File: src/hw/rtl/dcs_pkg.sv
// Shared types and constants for the dual charger supervisor.
// No dependencies; imported by dcs_cfg, dcs_charger and the top level.
package dcs_pkg;

    typedef enum logic [1:0] {
        OP_TICK  = 2'd0,
        OP_PIN   = 2'd1,
        OP_READ  = 2'd2,
        OP_WRITE = 2'd3
    } t_op;

    localparam logic [7:0] REG_ID     = 8'd0;
    localparam logic [7:0] REG_VER    = 8'd1;
    localparam logic [7:0] REG_STAT_A = 8'd2;
    localparam logic [7:0] REG_STAT_B = 8'd3;
    localparam logic [7:0] REG_SOFT_A = 8'd4;
    localparam logic [7:0] REG_SOFT_B = 8'd5;
    localparam logic [7:0] READ_UNKNOWN = 8'hFF;

    localparam logic [1:0] CFG_WINDOW  = 2'd0;
    localparam logic [1:0] CFG_LOCKOUT = 2'd1;
    localparam logic [1:0] CFG_BOARD   = 2'd2;
    localparam logic [1:0] CFG_VERSION = 2'd3;

    localparam logic [15:0] WINDOW_RST  = 16'd60;
    localparam logic [15:0] LOCKOUT_RST = 16'd1200;
    localparam logic [7:0]  BOARD_RST   = 8'h30;
    localparam logic [7:0]  VERSION_RST = 8'd1;

    localparam int PADDR_W = 4;

    typedef struct packed {
        logic [15:0] window;
        logic [15:0] lockout;
        logic [7:0]  board_id;
        logic [7:0]  version;
    } t_cfg;

    typedef struct packed {
        logic tick;
        logic pin_evt;
        logic soft_wr;
        logic soft_val;
    } t_chg_ctl;

endpackage

File: src/hw/rtl/dcs_if.sv
// Valid/ready channel interfaces for the supervisor's item and result streams.
// Depends on nothing.
interface dcs_in_if;
    logic       valid;
    logic       ready;
    logic [1:0] operation;
    logic       charger_sel;
    logic [2:0] pins_a;
    logic [2:0] pins_b;
    logic [7:0] reg_addr;
    logic [7:0] write_data;

    modport source (output valid, operation, charger_sel, pins_a, pins_b, reg_addr,
                    write_data, input ready);
    modport sink (input valid, operation, charger_sel, pins_a, pins_b, reg_addr,
                  write_data, output ready);
endinterface

interface dcs_out_if;
    logic       valid;
    logic       ready;
    logic [7:0] read_data;
    logic       enable_a_driven;
    logic       enable_b_driven;

    modport source (output valid, read_data, enable_a_driven, enable_b_driven,
                    input ready);
    modport sink (input valid, read_data, enable_a_driven, enable_b_driven,
                  output ready);
endinterface

File: src/hw/rtl/dcs_cfg.sv
// APB-style configuration register file: restart window, lockout, id, version.
// Depends on dcs_pkg.
module dcs_cfg
    import dcs_pkg::*;
(
    input  logic               i_clk,
    input  logic               i_rst_n,
    input  logic               psel,
    input  logic               penable,
    input  logic               pwrite,
    input  logic [PADDR_W-1:0] paddr,
    input  logic [31:0]        pwdata,
    output logic [31:0]        prdata,
    output logic               pready,
    output t_cfg               o_cfg
);

    t_cfg       r_cfg;
    logic       wr_en;
    logic [1:0] idx;

    assign pready = 1'b1;
    assign idx    = paddr[3:2];
    assign wr_en  = psel && penable && pwrite;
    assign o_cfg  = r_cfg;

    always_ff @(posedge i_clk) begin
        if (!i_rst_n) begin
            r_cfg.window   <= WINDOW_RST;
            r_cfg.lockout  <= LOCKOUT_RST;
            r_cfg.board_id <= BOARD_RST;
            r_cfg.version  <= VERSION_RST;
        end else if (wr_en) begin
            case (idx)
                CFG_WINDOW:  r_cfg.window   <= pwdata[15:0];
                CFG_LOCKOUT: r_cfg.lockout  <= pwdata[15:0];
                CFG_BOARD:   r_cfg.board_id <= pwdata[7:0];
                CFG_VERSION: r_cfg.version  <= pwdata[7:0];
                default: ;
            endcase
        end
    end

    always_comb begin
        case (idx)
            CFG_WINDOW:  prdata = {16'd0, r_cfg.window};
            CFG_LOCKOUT: prdata = {16'd0, r_cfg.lockout};
            CFG_BOARD:   prdata = {24'd0, r_cfg.board_id};
            CFG_VERSION: prdata = {24'd0, r_cfg.version};
            default:     prdata = 32'd0;
        endcase
    end

endmodule

File: src/hw/rtl/dcs_charger.sv
// Per-charger loop detector: stop stamp, lockout counter, enable line, status byte.
// Depends on dcs_pkg.
module dcs_charger
    import dcs_pkg::*;
(
    input  logic        i_clk,
    input  logic        i_rst_n,
    input  t_chg_ctl    i_ctl,
    input  logic [2:0]  i_pins,
    input  logic [31:0] i_seconds,
    input  t_cfg        i_cfg,
    output logic [7:0]  o_status,
    output logic        o_soft,
    output logic        o_en_next
);

    logic        r_was, n_was;
    logic [31:0] r_stop, n_stop;
    logic        r_valid, n_valid;
    logic [15:0] r_lock, n_lock;
    logic        r_soft, n_soft;
    logic        r_en, n_en;
    logic        pg_on, stat1_on, stat2_off;
    logic [31:0] elapsed;

    assign pg_on     = ~i_pins[0];
    assign stat1_on  = ~i_pins[1];
    assign stat2_off = i_pins[2];
    assign elapsed   = i_seconds - r_stop;

    always_comb begin
        n_was   = r_was;
        n_stop  = r_stop;
        n_valid = r_valid;
        n_lock  = r_lock;
        n_soft  = r_soft;
        n_en    = r_en;
        if (i_ctl.tick) begin
            if (r_lock != 16'd0) begin
                n_lock = r_lock - 16'd1;
                if (r_lock == 16'd1 && !r_soft) begin
                    n_en = 1'b0;
                end
            end
        end else if (i_ctl.pin_evt) begin
            if (pg_on) begin
                if (r_was && !stat1_on) begin
                    n_stop  = i_seconds;
                    n_valid = 1'b1;
                end else if (stat1_on && stat2_off && r_valid &&
                             elapsed < {16'd0, i_cfg.window}) begin
                    n_en   = 1'b1;
                    n_lock = i_cfg.lockout;
                end
            end
            n_was = stat1_on;
        end else if (i_ctl.soft_wr) begin
            n_soft  = i_ctl.soft_val;
            n_lock  = 16'd0;
            n_valid = 1'b0;
            n_en    = i_ctl.soft_val;
        end
    end

    always_ff @(posedge i_clk) begin
        if (!i_rst_n) begin
            r_was   <= 1'b0;
            r_valid <= 1'b0;
            r_lock  <= 16'd0;
            r_soft  <= 1'b0;
            r_en    <= 1'b0;
        end else begin
            r_was   <= n_was;
            r_valid <= n_valid;
            r_lock  <= n_lock;
            r_soft  <= n_soft;
            r_en    <= n_en;
        end
    end

    always_ff @(posedge i_clk) begin
        r_stop <= n_stop;
    end

    assign o_status  = {1'b0, r_valid, r_soft, (r_lock != 16'd0), ~r_en, ~i_pins};
    assign o_soft    = r_soft;
    assign o_en_next = n_en;

endmodule

File: src/hw/rtl/dual_charger_supervisor.sv
// Dual charger supervisor top level: second counter, two charger units, result register.
// Result valid in the cycle after accept; one item per cycle while results are taken.
// Input ready stays high while the result register is empty or being taken.
// Synchronous active-low reset clears all control state and loads the default
// configuration. Depends on dcs_pkg, dcs_if, dcs_cfg and dcs_charger.
module dual_charger_supervisor
    import dcs_pkg::*;
(
    input  logic               i_clk,
    input  logic               i_rst_n,
    dcs_in_if.sink             i_in,
    dcs_out_if.source          o_out,
    input  logic               psel,
    input  logic               penable,
    input  logic               pwrite,
    input  logic [PADDR_W-1:0] paddr,
    input  logic [31:0]        pwdata,
    output logic [31:0]        prdata,
    output logic               pready
);

    t_cfg        cfg;
    logic        accept;
    t_op         op;
    logic [31:0] r_seconds;
    t_chg_ctl    ctl_a, ctl_b;
    logic [7:0]  stat_a, stat_b;
    logic        soft_a, soft_b;
    logic        en_a_next, en_b_next;
    logic [7:0]  rd;
    logic        r_out_valid;
    logic [7:0]  r_rd;
    logic        r_en_a, r_en_b;

    dcs_cfg u_cfg (
        .i_clk   (i_clk),
        .i_rst_n (i_rst_n),
        .psel    (psel),
        .penable (penable),
        .pwrite  (pwrite),
        .paddr   (paddr),
        .pwdata  (pwdata),
        .prdata  (prdata),
        .pready  (pready),
        .o_cfg   (cfg)
    );

    assign i_in.ready = !r_out_valid || o_out.ready;
    assign accept     = i_in.valid && i_in.ready;
    assign op         = t_op'(i_in.operation);

    always_comb begin
        ctl_a.tick     = accept && op == OP_TICK;
        ctl_a.pin_evt  = accept && op == OP_PIN && !i_in.charger_sel;
        ctl_a.soft_wr  = accept && op == OP_WRITE && i_in.reg_addr == REG_SOFT_A;
        ctl_a.soft_val = i_in.write_data != 8'd0;
        ctl_b.tick     = ctl_a.tick;
        ctl_b.pin_evt  = accept && op == OP_PIN && i_in.charger_sel;
        ctl_b.soft_wr  = accept && op == OP_WRITE && i_in.reg_addr == REG_SOFT_B;
        ctl_b.soft_val = ctl_a.soft_val;
    end

    dcs_charger u_chg_a (
        .i_clk     (i_clk),
        .i_rst_n   (i_rst_n),
        .i_ctl     (ctl_a),
        .i_pins    (i_in.pins_a),
        .i_seconds (r_seconds),
        .i_cfg     (cfg),
        .o_status  (stat_a),
        .o_soft    (soft_a),
        .o_en_next (en_a_next)
    );

    dcs_charger u_chg_b (
        .i_clk     (i_clk),
        .i_rst_n   (i_rst_n),
        .i_ctl     (ctl_b),
        .i_pins    (i_in.pins_b),
        .i_seconds (r_seconds),
        .i_cfg     (cfg),
        .o_status  (stat_b),
        .o_soft    (soft_b),
        .o_en_next (en_b_next)
    );

    always_comb begin
        rd = 8'd0;
        if (op == OP_READ) begin
            case (i_in.reg_addr)
                REG_ID:     rd = cfg.board_id;
                REG_VER:    rd = cfg.version;
                REG_STAT_A: rd = stat_a;
                REG_STAT_B: rd = stat_b;
                REG_SOFT_A: rd = {7'd0, soft_a};
                REG_SOFT_B: rd = {7'd0, soft_b};
                default:    rd = READ_UNKNOWN;
            endcase
        end
    end

    always_ff @(posedge i_clk) begin
        if (!i_rst_n) begin
            r_seconds   <= 32'd0;
            r_out_valid <= 1'b0;
        end else begin
            if (ctl_a.tick) begin
                r_seconds <= r_seconds + 32'd1;
            end
            if (accept) begin
                r_out_valid <= 1'b1;
            end else if (o_out.ready) begin
                r_out_valid <= 1'b0;
            end
        end
    end

    always_ff @(posedge i_clk) begin
        if (accept) begin
            r_rd   <= rd;
            r_en_a <= en_a_next;
            r_en_b <= en_b_next;
        end
    end

    assign o_out.valid           = r_out_valid;
    assign o_out.read_data       = r_rd;
    assign o_out.enable_a_driven = r_en_a;
    assign o_out.enable_b_driven = r_en_b;

endmodule
File: src/flat_wrapper.sv
// flat-port wrapper written by rule: the top's interface ports become plain ports
module dual_charger_supervisor_flat import dcs_pkg::*;
  (i_clk, i_rst_n, psel, penable, pwrite, paddr, pwdata, prdata, pready, i_in_valid, i_in_operation, i_in_charger_sel, i_in_pins_a, i_in_pins_b, i_in_reg_addr, i_in_write_data, i_in_ready, o_out_valid, o_out_read_data, o_out_enable_a_driven, o_out_enable_b_driven, o_out_ready);
  dcs_in_if i_in_i ();
  dcs_out_if o_out_i ();
  input  logic i_clk;
  input  logic i_rst_n;
  input  logic psel;
  input  logic penable;
  input  logic pwrite;
  input  logic [PADDR_W-1:0] paddr;
  input  logic [31:0] pwdata;
  output logic [31:0] prdata;
  output logic pready;
  input wire logic [$bits(i_in_i.valid)-1:0] i_in_valid;
  input wire logic [$bits(i_in_i.operation)-1:0] i_in_operation;
  input wire logic [$bits(i_in_i.charger_sel)-1:0] i_in_charger_sel;
  input wire logic [$bits(i_in_i.pins_a)-1:0] i_in_pins_a;
  input wire logic [$bits(i_in_i.pins_b)-1:0] i_in_pins_b;
  input wire logic [$bits(i_in_i.reg_addr)-1:0] i_in_reg_addr;
  input wire logic [$bits(i_in_i.write_data)-1:0] i_in_write_data;
  output wire logic [$bits(i_in_i.ready)-1:0] i_in_ready;
  output wire logic [$bits(o_out_i.valid)-1:0] o_out_valid;
  output wire logic [$bits(o_out_i.read_data)-1:0] o_out_read_data;
  output wire logic [$bits(o_out_i.enable_a_driven)-1:0] o_out_enable_a_driven;
  output wire logic [$bits(o_out_i.enable_b_driven)-1:0] o_out_enable_b_driven;
  input wire logic [$bits(o_out_i.ready)-1:0] o_out_ready;
  assign i_in_i.valid = i_in_valid;
  assign i_in_i.operation = i_in_operation;
  assign i_in_i.charger_sel = i_in_charger_sel;
  assign i_in_i.pins_a = i_in_pins_a;
  assign i_in_i.pins_b = i_in_pins_b;
  assign i_in_i.reg_addr = i_in_reg_addr;
  assign i_in_i.write_data = i_in_write_data;
  assign i_in_ready = i_in_i.ready;
  assign o_out_valid = o_out_i.valid;
  assign o_out_read_data = o_out_i.read_data;
  assign o_out_enable_a_driven = o_out_i.enable_a_driven;
  assign o_out_enable_b_driven = o_out_i.enable_b_driven;
  assign o_out_i.ready = o_out_ready;
  dual_charger_supervisor u_core (.i_clk(i_clk), .i_rst_n(i_rst_n), .i_in(i_in_i), .o_out(o_out_i), .psel(psel), .penable(penable), .pwrite(pwrite), .paddr(paddr), .pwdata(pwdata), .prdata(prdata), .pready(pready));
endmodule
File: config.mk
export PLATFORM = sky130hd
export DESIGN_NAME = dual_charger_supervisor_flat
export DESIGN_NICKNAME = d
export VERILOG_FILES = /design/src/hw/rtl/dcs_pkg.sv /design/src/hw/rtl/dcs_if.sv /design/src/hw/rtl/dcs_cfg.sv /design/src/hw/rtl/dcs_charger.sv /design/src/hw/rtl/dual_charger_supervisor.sv /design/src/flat_wrapper.sv
export SDC_FILE = /design/constraint.sdc
export NUM_CORES = 1
export LEC_CHECK = 0
export BUFFER_PORTS_ARGS = -buffer_cell sky130_fd_sc_hd__buf_2
export CAP_MARGIN = 25
export CORE_MARGIN = 5
export CORE_UTILIZATION = 55
export CTS_CLUSTER_DIAMETER = 40
export DETAILED_ROUTE_END_ITERATION = 8
export PLACE_DENSITY_LB_ADDON = 0.08
export SLEW_MARGIN = 20
export SYNTH_ARGS = -nofsm -noshare
export SYNTH_HDL_FRONTEND = slang
export SYNTH_HIERARCHICAL = 1
export SYNTH_SLANG_ARGS = --single-unit
File: constraint.sdc
create_clock -name i_clk -period 4.96 [get_ports i_clk]
set_input_delay 0.744 -clock i_clk [delete_from_list [all_inputs] [get_ports i_clk]]
set_output_delay 0.744 -clock i_clk [all_outputs]
set_load 0.01 [all_outputs]
==> summary.txt <==
Run status
  – Status: complete, no violations

Setup path
  – Critical Path Source Type: flop
  – Crit path kind: flop to flop
  – R2R Setup Slk: about 0.32 ns
  – Required @ worst endpoint: 5.37 ns
  – Reg2reg end: u_core/u_chg_b/r_lock[9]
  – Cell count of the worst reg-to-reg path: 22
  – CP Launch Point: u_core/r_seconds[0]
  – CP endpoint kind: flop
  – CP arrival: a little over 5 ns
  – Worst-path maximum fanout: 7
  – Critical R2R Launch: u_core/r_seconds[0]

CTS
  – H-tree lvl count: 4
  – TritonCTS clock tree: done
  – Clk root buf: clkbuf_16
  – Number of hold buffers added after cts: 0
  – Clk buf depth: 2
  – Worst skew pair latency: ~0.45 ns
  – CTS buffer count: 17
  – Clock sinks: 195
  – Reg clk slew, reported paths: 0.10 ns

GRT
  – Vias in the first global route: around 12000
  – GR Overflow Total: 0
  – GRT Resource Usage Total: between 20 and 30%
  – Initial antenna violation count: 1
  – Global-route wire length before repair: 66000 um
  – Largest net degree at the start of global routing: approximately 70

STA
  – Slew @ Worst Pin: a little over 1 ns
  – Max Transition Viols Final: 0
  – Unrepaired setup endpoints after global routing: no
  – Max Clock Freq: 216 MHz
  – Hold slack final: between 0.4 and 0.5 ns
  – Setup ws final: between 0.3 and 0.4 ns
  – Fin crit period: around 4.6 ns
  – Final hold violation count: 0
  – Final setup vio count: 0
  – Setup Skew: around 0.024 ns
  – Max_slew headroom: a little under a third
  – Fin crit share: around 93%

Finish
  – Post-route cell area: 16000 um^2
  – # diodes: 0
  – Filler cells: roughly 2400
  – Share of cells above drive strength 1: between 10% and 20%
  – Finished Layout Cells: around 2100
  – # nets final: 1939
  – Fin util: about three fifths
  – Layout area overhead: 8.74%

Synthesis
  – Most common flop cell mapped by yosys: dfxtp_1
  – Most frequent cell after synthesis: nand2_1
  – Top cell type's share of synthesized area: approximately 16%
  – Area leader, netlist: dfxtp_1
  – Seq/Total Area, Yosys: 31.6%
  – Synthesized flop and latch total: 195
  – Mapped Cells: approximately 1700
  – Post-synth EDFFs: 74
  – Synth top area cells: dfxtp_1 (16%), edfxtp_1 (15%), ha_1 (8.3%)
  – Synth cell count leaders: nand2_1 (205), inv_1 (138), dfxtp_1 (121)
  – Distinct cells, synth: 107
  – Avg Inst Size Synth: between 8 and 9 um^2
  – Yosys warns: 6
  – Synthesized area: approximately 15000 um^2
  – Asr flop ratio synth: 0%

Pwr
  – Pwr dens: ~230 nW/um^2
  – Static Leakage: ~7 nW
  – Comb power frac: around an eighth
  – Worst VDD drop: roughly 0.00024 V
  – Clk network pwr share: 41.2%
  – Seq pwr share: ~46%
  – Pint: around 2.6 mW
  – Switch share: 30.4%
  – Switching pwr: about 1.1 mW

Worst hold path
  – Hold Crit Endpoint: u_core/u_cfg/o_cfg[2]
  – HP Class: flop to flop
  – Worst hold stages: 2
  – Min-delay src: u_core/u_cfg/o_cfg[2]

Route
  – DRC: 0
  – Max Used Layer: met4
  – Met1 WL: roughly 20000 um
  – Initial DRC Count: 1336
  – Met2 wire length: roughly 18000 um
  – DR WL met3: ~3000 um
  – Mean routed wirelength per cell: about 20 um
  – Pre-Repair DR Iteration Count: 5
  – Via density: between 6 and 7
  – Via count: between 10000 and 15000
  – Post-DRT Antenna Nets: 0
  – Routed wire length: 41900 um

Run
  – Max Cap Violations: 0

Placed design
  – Cell Count Post-Placement: approximately 2100
  – IO buf count: 77
  – DP HPWL: about 32000 um
  – Routability cong.: 0.934
  – Pre-CTS setup slack: -0.0822 ns
  – DP Area: 15200 um^2

Die
  – Area of the core: 26200 um^2
  – Die X: approximately 170 um
  – Boundary pin count: between 100 and 150
  – Initial core utilization: between 50% and 60%
  – Die height: about 170 um
  – # rows: 59
  – Die Area: ~30000 um^2
-- power by group through the flow --
stage | Clock, mW | Sequential [mW] | Combinational (mW)
3_3_place_gp | 0 | 1.76 | 0.455
5_1_grt | 1.63 | 1.73 | 0.525
6_report | 1.54 | 1.72 | 0.472
2_1_floorplan | 0 | 1.75 | 0.357
3_5_place_dp | 0 | 1.76 | 0.463
4_1_cts | 1.57 | 1.72 | 0.466
-- critical path, cell delays in order, from the launching register on --
cell	delay, ns
dfxtp_1	0.47
inv_1	0.08
ha_1	0.24
fa_1	0.40
and2b_1	0.24
o2111ai_2	0.19
nand2_1	0.17
a21oi_1	0.08
nor2b_1	0.14
o21ai_0	0.09
nand2b_1	0.08
a21oi_1	0.08
xnor2_1	0.19
ha_1	0.28
a21o_1	0.16
a21oi_1	0.12
or2_2	0.15
nand2_1	0.07
nor4_1	0.31
nand4b_1	0.22
nor4b_4	0.49
mux2i_1	0.25
o21a_1	0.12
-- stage by stage --
step	setup TNS [ns]	power, mW
floorplan	0	2.10
global placement	0	2.21
detailed placement	-0.557	2.22
CTS	0	3.75
global route	0	3.88
finish	0	3.73
-- final cells by class --
cell class / count / area, um^2 / share of cell area (%)
sequential: 195 / 4640 / 29.1
tap: 335 / 419 / 2.62
multi-input combinational: 1300 / 8990 / 56.3
timing repair buffer: 120 / 736 / 4.60
inverter: 138 / 518 / 3.24
clock inverter: 15 / 245 / 1.53
clock buffer: 17 / 425 / 2.66
-- cell usage in the layout (no fill, tap or decap), types with 32 or more instances in the layout --
cell      instances
nor2_1          112
buf_2            76
o21ai_0          70
edfxtp_1         74
xnor2_1          52
nor4_1           35
dfxtp_1         121
ha_1             97
nand3_1          32
inv_1           138
nand4_1          34
nor3_1           44
nand2_1         205
a21oi_1          83
buf_4            42
mux2i_1          67
-- flip-flops by register name, summed over array words and instances, names as in the netlist --
signal and count:
u_core/u_cfg/o_cfg 48, u_core/r_seconds 32, u_core/u_chg_a/r_stop 32, u_core/u_chg_b/r_stop 32, u_core/u_chg_a/r_lock 16, u_core/u_chg_b/r_lock 16
u_core/o_out.read_data 8, u_core/o_out.enable_a_driven 1, u_core/o_out.enable_b_driven 1, u_core/o_out.valid 1, u_core/u_chg_a/o_soft 1, u_core/u_chg_a/r_en 1
u_core/u_chg_a/r_valid 1, u_core/u_chg_a/r_was 1, u_core/u_chg_b/o_soft 1, u_core/u_chg_b/r_en 1, u_core/u_chg_b/r_valid 1, u_core/u_chg_b/r_was 1
-- layer usage --
layer / GRT usage [%] / up-vias
li1: - / 6325
met1: 40.8 / 6275
met2: 40.4 / 460
met3: 3.99 / 63
met4: 6.98 / 0
met5: 0 / -
-- timing repair --
action                     CTS  global route
setup endpoints to repair    9            34
cloned                       1             0
pin swaps                    1             3
setup buffers                1             3
gates resized for setup      1             3
-- worst max path at each step --
| stage | end | depth (start not counted) |
|---|---|---|
| after floorplan | u_core/u_chg_a/r_stop[0] | 7 |
| after global placement | u_core/u_chg_b/r_lock[3] | 22 |
| after detailed placement | u_core/u_chg_b/r_lock[14] | 22 |
| after CTS | u_core/o_out.enable_b_driven | 22 |
| after global routing | u_core/u_chg_a/r_lock[1] | 22 |
| final | u_core/u_chg_b/r_lock[9] | 22 |
-- cells by family (layout without fill, tap and decap cells) --
family          after synthesis  after routing  synth area share (%)
compound gates              423            423                  20.3
simple gates                602            603                  21.1
flops                       195            195                  31.6
fa+ha+maj                    99             99                  8.53
mux                          76             76                  5.87
buf+inv                     248            290                  7.80
other cells                   4             19                 0.102
xor+xnor                     80             80                  4.77
Power figures use the tool's default switching activity.
